==> src/fpa_pkg.sv <==
// Package of constants, codes and payload types of the first-fit page allocator.
`default_nettype none
package fpa_pkg;
   localparam int MAX_EXTENTS     = 64;
   localparam int PAGE_INDEX_BITS = 20;
   localparam int LEN_BITS        = PAGE_INDEX_BITS + 1;
   localparam int IDX_BITS        = $clog2(MAX_EXTENTS);
   localparam int USED_BITS       = $clog2(MAX_EXTENTS + 1);

   localparam logic [1:0] OP_ADD   = 2'd0;
   localparam logic [1:0] OP_ALLOC = 2'd1;
   localparam logic [1:0] OP_FREE  = 2'd2;
   localparam logic [1:0] OP_NONE  = 2'd3;

   localparam logic [1:0] ST_OK    = 2'd0;
   localparam logic [1:0] ST_NOFIT = 2'd1;
   localparam logic [1:0] ST_ZERO  = 2'd2;
   localparam logic [1:0] ST_FULL  = 2'd3;

   typedef struct packed {
      logic [1:0]                 op;
      logic [PAGE_INDEX_BITS-1:0] start_page;
      logic [LEN_BITS-1:0]        page_count;
   } req_type;

   typedef struct packed {
      logic [1:0]                 status;
      logic [PAGE_INDEX_BITS-1:0] block_start;
      logic [LEN_BITS-1:0]        free_count;
   } rsp_type;

   typedef struct packed {
      logic [PAGE_INDEX_BITS-1:0] start;
      logic [LEN_BITS-1:0]        len;
   } extent_type;
endpackage
`default_nettype wire

==> src/first_fit_page_allocator.sv <==
// A rejected or ignored transaction goes from acceptance straight to the done state; any other
// first scans the whole chain, and its result is registered from the done state.
// One transaction is taken at a time: the next is accepted only once the result is registered,
// later while a result waits, as a scan is one full rotation of the chain.
// Reset empties the table and clears the free count at once; no clearing pass.
// The extent cells themselves are not reset.
`default_nettype none
module first_fit_page_allocator (
   input  wire              clock,
   input  wire              reset,
   input  wire              req_valid,
   output logic             req_ready,
   input  fpa_pkg::req_type req_data,
   output logic             rsp_valid,
   input  wire              rsp_ready,
   output fpa_pkg::rsp_type rsp_data
);
   import fpa_pkg::*;

   localparam logic [1:0] S_IDLE = 2'd0;
   localparam logic [1:0] S_SCAN = 2'd1;
   localparam logic [1:0] S_DONE = 2'd2;

   localparam logic [1:0] M_COPY = 2'd0;
   localparam logic [1:0] M_SKIP = 2'd1;
   localparam logic [1:0] M_INS  = 2'd2;
   localparam logic [1:0] M_MODN = 2'd3;

   localparam logic [IDX_BITS-1:0] K_LAST = IDX_BITS'(MAX_EXTENTS - 1);
   localparam logic [LEN_BITS-1:0] SPACE  = LEN_BITS'(1) << PAGE_INDEX_BITS;

   logic [1:0]                 state_ff, state_in;
   logic [1:0]                 mode_ff, mode_in;
   logic [1:0]                 op_ff, op_in;
   logic [PAGE_INDEX_BITS-1:0] base_ff, base_in;
   logic [LEN_BITS-1:0]        n_ff, n_in;
   logic [IDX_BITS-1:0]        k_ff, k_in;
   logic                       done_ff, done_in;
   extent_type                 carry_ff, carry_in;
   logic [USED_BITS-1:0]       used_ff, used_in;
   logic [LEN_BITS-1:0]        total_ff, total_in;
   logic [1:0]                 status_ff, status_in;
   logic [PAGE_INDEX_BITS-1:0] block_ff, block_in;
   logic                       rsp_valid_ff, rsp_valid_in;
   rsp_type                    rsp_ff, rsp_in;

   extent_type cell_q [MAX_EXTENTS];
   extent_type emit;
   logic       shift_en;

   genvar gi;
   generate
      for (gi = 0; gi < MAX_EXTENTS; gi++) begin : g_cell
         if (gi == MAX_EXTENTS - 1) begin : g_tail
            fpa_cell u_cell (.clock(clock), .shift_en(shift_en), .ext_in(emit),
                             .ext_out(cell_q[gi]));
         end else begin : g_body
            fpa_cell u_cell (.clock(clock), .shift_en(shift_en), .ext_in(cell_q[gi+1]),
                             .ext_out(cell_q[gi]));
         end
      end
   endgenerate

   extent_type                 head, nxt;
   logic                       in_used, nxt_in, slot0, slotk, lo, up, merge;
   logic [LEN_BITS:0]          total_sum, head_end, new_end;
   logic [LEN_BITS-1:0]        rem, total_add;
   logic [USED_BITS-1:0]       k_ext;

   assign head = cell_q[0];
   assign nxt  = cell_q[1];
   assign k_ext   = USED_BITS'(k_ff);
   assign in_used = k_ext < used_ff;
   assign nxt_in  = (k_ext + USED_BITS'(1)) < used_ff;
   assign merge   = (op_ff == OP_FREE);
   assign head_end = {2'b00, head.start} + {1'b0, head.len};
   assign new_end  = {2'b00, base_ff} + {1'b0, n_ff};
   assign total_sum = {1'b0, total_ff} + {1'b0, n_ff};
   assign total_add = total_sum[LEN_BITS] ? {LEN_BITS{1'b1}} : total_sum[LEN_BITS-1:0];
   assign rem = SPACE - {1'b0, req_data.start_page};
   assign slot0 = (k_ff == '0) && ((used_ff == '0) || (head.start > base_ff));
   assign slotk = in_used && (head.start <= base_ff) && (!nxt_in || (nxt.start > base_ff));
   assign lo = merge && (head_end == {2'b00, base_ff});
   assign up = merge && (new_end == {2'b00, nxt.start}) && nxt_in;

   always_comb begin
      state_in     = state_ff;
      mode_in      = mode_ff;
      op_in        = op_ff;
      base_in      = base_ff;
      n_in         = n_ff;
      k_in         = k_ff;
      done_in      = done_ff;
      carry_in     = carry_ff;
      used_in      = used_ff;
      total_in     = total_ff;
      status_in    = status_ff;
      block_in     = block_ff;
      rsp_valid_in = rsp_valid_ff;
      rsp_in       = rsp_ff;
      shift_en     = 1'b0;
      emit         = head;

      if (rsp_valid_ff && rsp_ready) begin
         rsp_valid_in = 1'b0;
      end

      case (state_ff)
         S_IDLE: begin
            if (req_valid) begin
               op_in     = req_data.op;
               base_in   = req_data.start_page;
               n_in      = req_data.page_count;
               k_in      = '0;
               mode_in   = M_COPY;
               done_in   = 1'b0;
               block_in  = '0;
               status_in = ST_OK;
               state_in  = S_SCAN;
               if ((req_data.op != OP_ALLOC) && (req_data.page_count > rem)) begin
                  n_in = rem;
               end
               if (req_data.op == OP_NONE) begin
                  state_in = S_DONE;
               end else if (req_data.page_count == '0) begin
                  status_in = ST_ZERO;
                  state_in  = S_DONE;
               end else if (req_data.op == OP_ALLOC) begin
                  status_in = ST_NOFIT;
                  if (req_data.page_count > total_ff) begin
                     state_in = S_DONE;
                  end
               end
            end
         end
         S_SCAN: begin
            shift_en = 1'b1;
            k_in     = k_ff + IDX_BITS'(1);
            case (mode_ff)
               M_COPY: emit = head;
               M_SKIP: emit = nxt;
               M_INS: begin
                  emit     = carry_ff;
                  carry_in = head;
               end
               M_MODN: begin
                  emit    = '{start: base_ff, len: head.len + n_ff};
                  mode_in = M_COPY;
               end
               default: emit = head;
            endcase
            if (!done_ff) begin
               if (op_ff == OP_ALLOC) begin
                  if (in_used && (head.len >= n_ff)) begin
                     done_in   = 1'b1;
                     block_in  = head.start;
                     status_in = ST_OK;
                     total_in  = total_ff - n_ff;
                     if (head.len > n_ff) begin
                        emit = '{start: head.start + PAGE_INDEX_BITS'(n_ff),
                                 len: head.len - n_ff};
                     end else begin
                        emit    = nxt;
                        mode_in = M_SKIP;
                        used_in = used_ff - USED_BITS'(1);
                     end
                  end
               end else if (slot0) begin
                  // The new extent belongs ahead of every stored one.
                  done_in = 1'b1;
                  if (merge && (new_end == {2'b00, head.start}) && (used_ff != '0)) begin
                     emit     = '{start: base_ff, len: head.len + n_ff};
                     total_in = total_add;
                  end else if (used_ff == USED_BITS'(MAX_EXTENTS)) begin
                     status_in = ST_FULL;
                  end else begin
                     emit     = '{start: base_ff, len: n_ff};
                     carry_in = head;
                     mode_in  = M_INS;
                     used_in  = used_ff + USED_BITS'(1);
                     total_in = total_add;
                  end
               end else if (slotk) begin
                  // The head is the last extent starting at or below the base.
                  done_in = 1'b1;
                  if (lo && up) begin
                     emit     = '{start: head.start, len: head.len + n_ff + nxt.len};
                     mode_in  = M_SKIP;
                     used_in  = used_ff - USED_BITS'(1);
                     total_in = total_add;
                  end else if (lo) begin
                     emit     = '{start: head.start, len: head.len + n_ff};
                     total_in = total_add;
                  end else if (up) begin
                     mode_in  = M_MODN;
                     total_in = total_add;
                  end else if (used_ff == USED_BITS'(MAX_EXTENTS)) begin
                     status_in = ST_FULL;
                  end else begin
                     carry_in = '{start: base_ff, len: n_ff};
                     mode_in  = M_INS;
                     used_in  = used_ff + USED_BITS'(1);
                     total_in = total_add;
                  end
               end
            end
            if (k_ff == K_LAST) begin
               state_in = S_DONE;
            end
         end
         S_DONE: begin
            if (!rsp_valid_ff || rsp_ready) begin
               rsp_valid_in = 1'b1;
               rsp_in       = '{status: status_ff, block_start: block_ff,
                                free_count: total_ff};
               state_in     = S_IDLE;
            end
         end
         default: state_in = S_IDLE;
      endcase
   end

   always_ff @(posedge clock) begin
      if (reset) begin
         state_ff     <= S_IDLE;
         mode_ff      <= M_COPY;
         done_ff      <= 1'b0;
         k_ff         <= '0;
         used_ff      <= '0;
         total_ff     <= '0;
         rsp_valid_ff <= 1'b0;
      end else begin
         state_ff     <= state_in;
         mode_ff      <= mode_in;
         done_ff      <= done_in;
         k_ff         <= k_in;
         used_ff      <= used_in;
         total_ff     <= total_in;
         rsp_valid_ff <= rsp_valid_in;
      end
   end

   always_ff @(posedge clock) begin
      op_ff     <= op_in;
      base_ff   <= base_in;
      n_ff      <= n_in;
      carry_ff  <= carry_in;
      status_ff <= status_in;
      block_ff  <= block_in;
      rsp_ff    <= rsp_in;
   end

   assign req_ready = (state_ff == S_IDLE);
   assign rsp_valid = rsp_valid_ff;
   assign rsp_data  = rsp_ff;
endmodule
`default_nettype wire

==> src/fpa_cell.sv <==
// One cell of the extent chain: holds one extent and takes its neighbour's on a shift.
`default_nettype none
module fpa_cell (
   input  wire                  clock,
   input  wire                  shift_en,
   input  fpa_pkg::extent_type  ext_in,
   output fpa_pkg::extent_type  ext_out
);
   import fpa_pkg::*;

   extent_type ext_ff;

   always_ff @(posedge clock) begin
      if (shift_en) begin
         ext_ff <= ext_in;
      end
   end

   assign ext_out = ext_ff;
endmodule
`default_nettype wire

==> config.mk <==
export PLATFORM = sky130hd
export DESIGN_NAME = first_fit_page_allocator
export DESIGN_NICKNAME = d
export VERILOG_FILES = /design/src/fpa_pkg.sv /design/src/first_fit_page_allocator.sv /design/src/fpa_cell.sv
export SDC_FILE = /design/constraint.sdc
export NUM_CORES = 2
export LEC_CHECK = 0
export BUFFER_PORTS_ARGS = -buffer_cell sky130_fd_sc_hd__clkbuf_2
export CORE_MARGIN = 2
export CORE_UTILIZATION = 50
export CTS_CLUSTER_DIAMETER = 120
export DETAILED_ROUTE_END_ITERATION = 12
export HOLD_SLACK_MARGIN = 0.06
export PLACE_DENSITY = 0.65
export SLEW_MARGIN = 0
export SYNTH_ARGS = -nofsm -noshare
export SYNTH_HDL_FRONTEND = slang
export SYNTH_SLANG_ARGS = --single-unit
==> constraint.sdc <==
create_clock -name clock -period 119.5 [get_ports clock]
set_clock_uncertainty 0.15 [all_clocks]
set_input_delay 23.9 -clock clock [delete_from_list [all_inputs] [get_ports clock]]
set_output_delay 23.9 -clock clock [all_outputs]
set_load 0.02 [all_outputs]
==> run summary <==
Fin. Hold Viols: 0
Critical Path End Type: register
Total Routing Usage GR: 21.3%
H-tree Lvls: 5
Reg clk slew, reported paths: 0.06 ns
IO Port Bufs: 91
Lkg Pwr: 39.7 nW
Clock root cell: clkbuf_16
RSZ-0062 raised after global routing: false
Worst Setup SP: req_data[24]
Resized cells post-CTS: 0
Routed vias/inst: 5.76
Worst Setup Start Kind: primary input
#FFs+latches synth: 2813
CP required: 119.98 ns
Wire per inst: 25.0 um
Final Cycle Share: 23.1%
CTS Buf Count: 297
Type of the worst min-delay path: reg2reg
R2r endpoint: g_cell[63].g_tail.u_cell.ext_out[19]$_DFFE_PP_
WL met2: 93900 um
Crit path to: n_ff[1]$_DFFE_PP_
Detailed-route DRC error count: 0
Initial DRC Count: 5867
Pwr per Cell Area: 20.4 nW/um^2
Max Cap Viol: 0
Cell count after synthesis: 5770
Final instance area: 118000 um^2
Minimum clock period: 27.60 ns
Final TNS setup: 0 ns
Syn Nets: 6085
Antenna viol nets, final: 0
Most common cell after layout, fill and taps aside: edfxtp_1
DP Area: 108000 um^2
Register area: 84100 um^2
WL final: 227000 um
Vias: 52400
Hpwl dp: 144000 um
CTS tree: built
Seq/Total Area, Yosys: 80.7%
Setup Crit Path Kind: in2reg
I/O pin total: 92
Post-CTS Setup Bufs: 0
Met3 WL: 16700 um
First-pass GRT wire length: 333000 um
Peak supply drop: 0.0166 mV
Max frequency: 0.0362 GHz
Synth-to-layout area growth: 12.8%
Placer Congestion: 0.973
Core Area: 207000 um^2
R2R setup slack: 111.71 ns
Die area: 212000 um^2
Number of global-route vias before repair: 50000
Layout fillers: 15400
Slew headroom: 21.2%
FFs w/ async S/R, synth: 0%
Most frequent cells in the layout: edfxtp_1 (2773), clkbuf_16 (306), nor2_1 (272)
Worst hold slack: 0.218 ns
Slew Limit Fails: 0
Crit Path Max Fanout: 21
Area occupied by multi-input gates: 18800 um^2
Metal1 wirelength: 103000 um
Die Ht: 460 um
Grt ovf: 0
Clock Latency Late Sink: 0.94 ns
Antenna violations before repair: 16
R2R Path Start: n_ff[2]$_DFFE_PP_
CTS max path bufs: 4
Die width: 460 um
Cell variety after synth: 95
Layout Nets: 6407
Synth warn: 0
Share of cells above drive strength 1: 11.2%
Cts hold-fix bufs: 0
Largest net degree at the start of global routing: 205
Clk sinks: 2813
Final setup viols: 0
EDFF count, synth: 2773
Worst Reg-to-Reg Cells: 23
Status: finished clean
Top routing layer in use: met5
Pre-antenna DRT Iters: 6
Synthesized area per cell: 18.1 um^2
Synthesized cell area: 104000 um^2
Initial core utilization: 50.3%
Slew @ Worst Pin: 1.18 ns
WP data arrival: 28.08 ns
Rows: 167
Prevailing post-synth register cell: edfxtp_1
Power Total: 0.00240 W
-- report_power, final --
part | internal [W] | total (W) | switching, W
combinational | 0.0000883 | 0.000283 | 0.000195
clock | 0.000516 | 0.000873 | 0.000358
sequential | 0.00120 | 0.00125 | 0.0000418
-- worst min-delay path by stage --
| stage | to | cells past startpoint | startpoint |
|---|---|---|---|
| 2_1_floorplan | g_cell[10].g_body.u_cell.ext_out[0]$_DFFE_PP_ | 0 | g_cell[11].g_body.u_cell.ext_out[0]$_DFFE_PP_ |
| 3_3_place_gp | g_cell[34].g_body.u_cell.ext_out[36]$_DFFE_PP_ | 0 | g_cell[35].g_body.u_cell.ext_out[36]$_DFFE_PP_ |
| 3_5_place_dp | g_cell[10].g_body.u_cell.ext_out[19]$_DFFE_PP_ | 0 | g_cell[11].g_body.u_cell.ext_out[19]$_DFFE_PP_ |
| 4_1_cts | g_cell[47].g_body.u_cell.ext_out[21]$_DFFE_PP_ | 0 | g_cell[48].g_body.u_cell.ext_out[21]$_DFFE_PP_ |
| 5_1_grt | g_cell[56].g_body.u_cell.ext_out[23]$_DFFE_PP_ | 0 | g_cell[57].g_body.u_cell.ext_out[23]$_DFFE_PP_ |
| 6_report | g_cell[47].g_body.u_cell.ext_out[21]$_DFFE_PP_ | 0 | g_cell[48].g_body.u_cell.ext_out[21]$_DFFE_PP_ |
-- metrics by stage --
| step | instances | utilization, % | worst slack [ns] |
|---|---|---|---|
| floorplan | 5770 | - | 11.17 |
| global placement | 8581 | 52.3 | 90.97 |
| detailed placement | 8581 | 52.3 | 90.98 |
| CTS | 9092 | 56.8 | 91.94 |
| global route | 9092 | 56.8 | 91.64 |
| finish | 9095 | 56.8 | 91.90 |
-- cells by family after synthesis --
family          Yosys count  share of synthesized area (%)
fa+ha+maj               268                           3.28
flops                  2813                           80.7
simple gates           1025                           4.92
mux                     143                           1.80
compound gates          998                           6.54
buf+inv                 359                           1.33
xor+xnor                164                           1.43
-- routing by layer --
layer,vias to the layer above,global-route usage [%]
li1,23400,-
met1,26300,31.8
met2,2011,29.3
met3,639,4.58
met4,8,11.6
met5,-,0
-- cell type report --
cell class,instances,share of cell area [%]
Clock buffer,371,6.72
Sequential cell,2813,71.5
Tap cell,2788,2.97
Multi-Input combinational cell,2598,16.0
Timing Repair Buffer,202,1.12
Clock inverter,140,1.10
Antenna cell,3,0.00639
Inverter,180,0.581
-- registers in the layout, indices dropped and copies added (netlist names), 2 cells and up --
name	cells
n_ff	21
k_ff	6
op_ff	2
mode_ff	2
g_cell.g_body.u_cell.ext_out	2583
base_ff	20
used_ff	7
block_ff	20
rsp_data	43
state_ff	2
g_cell.g_tail.u_cell.ext_out	41
total_ff	21
status_ff	2
carry_ff	41
-- Yosys cell counts, types with 26 or more instances --
library cell | count | area (um^2)
o211ai_1 | 114 | 856
dfxtp_1 | 40 | 801
nand3_1 | 62 | 310
mux4_2 | 34 | 766
a21oi_1 | 215 | 1080
o21ai_0 | 183 | 916
nand2_1 | 239 | 897
ha_1 | 260 | 3250
xor2_1 | 57 | 499
nor2_1 | 274 | 1030
and3_1 | 30 | 188
mux2i_1 | 97 | 971
xnor2_1 | 103 | 902
nor2b_1 | 39 | 244
a221o_1 | 30 | 300
o21a_1 | 45 | 338
a211oi_1 | 35 | 263
clkbuf_1 | 151 | 567
edfxtp_1 | 2773 | 83300
nor3_1 | 80 | 400
a211o_1 | 42 | 368
a21o_1 | 51 | 383
or3_1 | 37 | 231
and2_1 | 30 | 188
nand4_1 | 50 | 313
nand2b_1 | 40 | 250
a31oi_1 | 26 | 163
inv_1 | 179 | 672
nor4_1 | 51 | 319
-- worst max-delay path, cell delays in order --
cell,delay (ns)
clkbuf_2,0.11
nor3_1,0.27
nand2b_1,0.13
nor4_1,0.34
nand2b_1,0.12
or4_1,0.49
nand2b_1,0.25
or3_1,0.40
xnor2_1,0.17
ha_1,0.31
nand4_1,0.14
or4_1,0.54
o211ai_1,0.10
buf_4,0.39
mux2_2,0.38
Power figures use the tool's default switching activity.
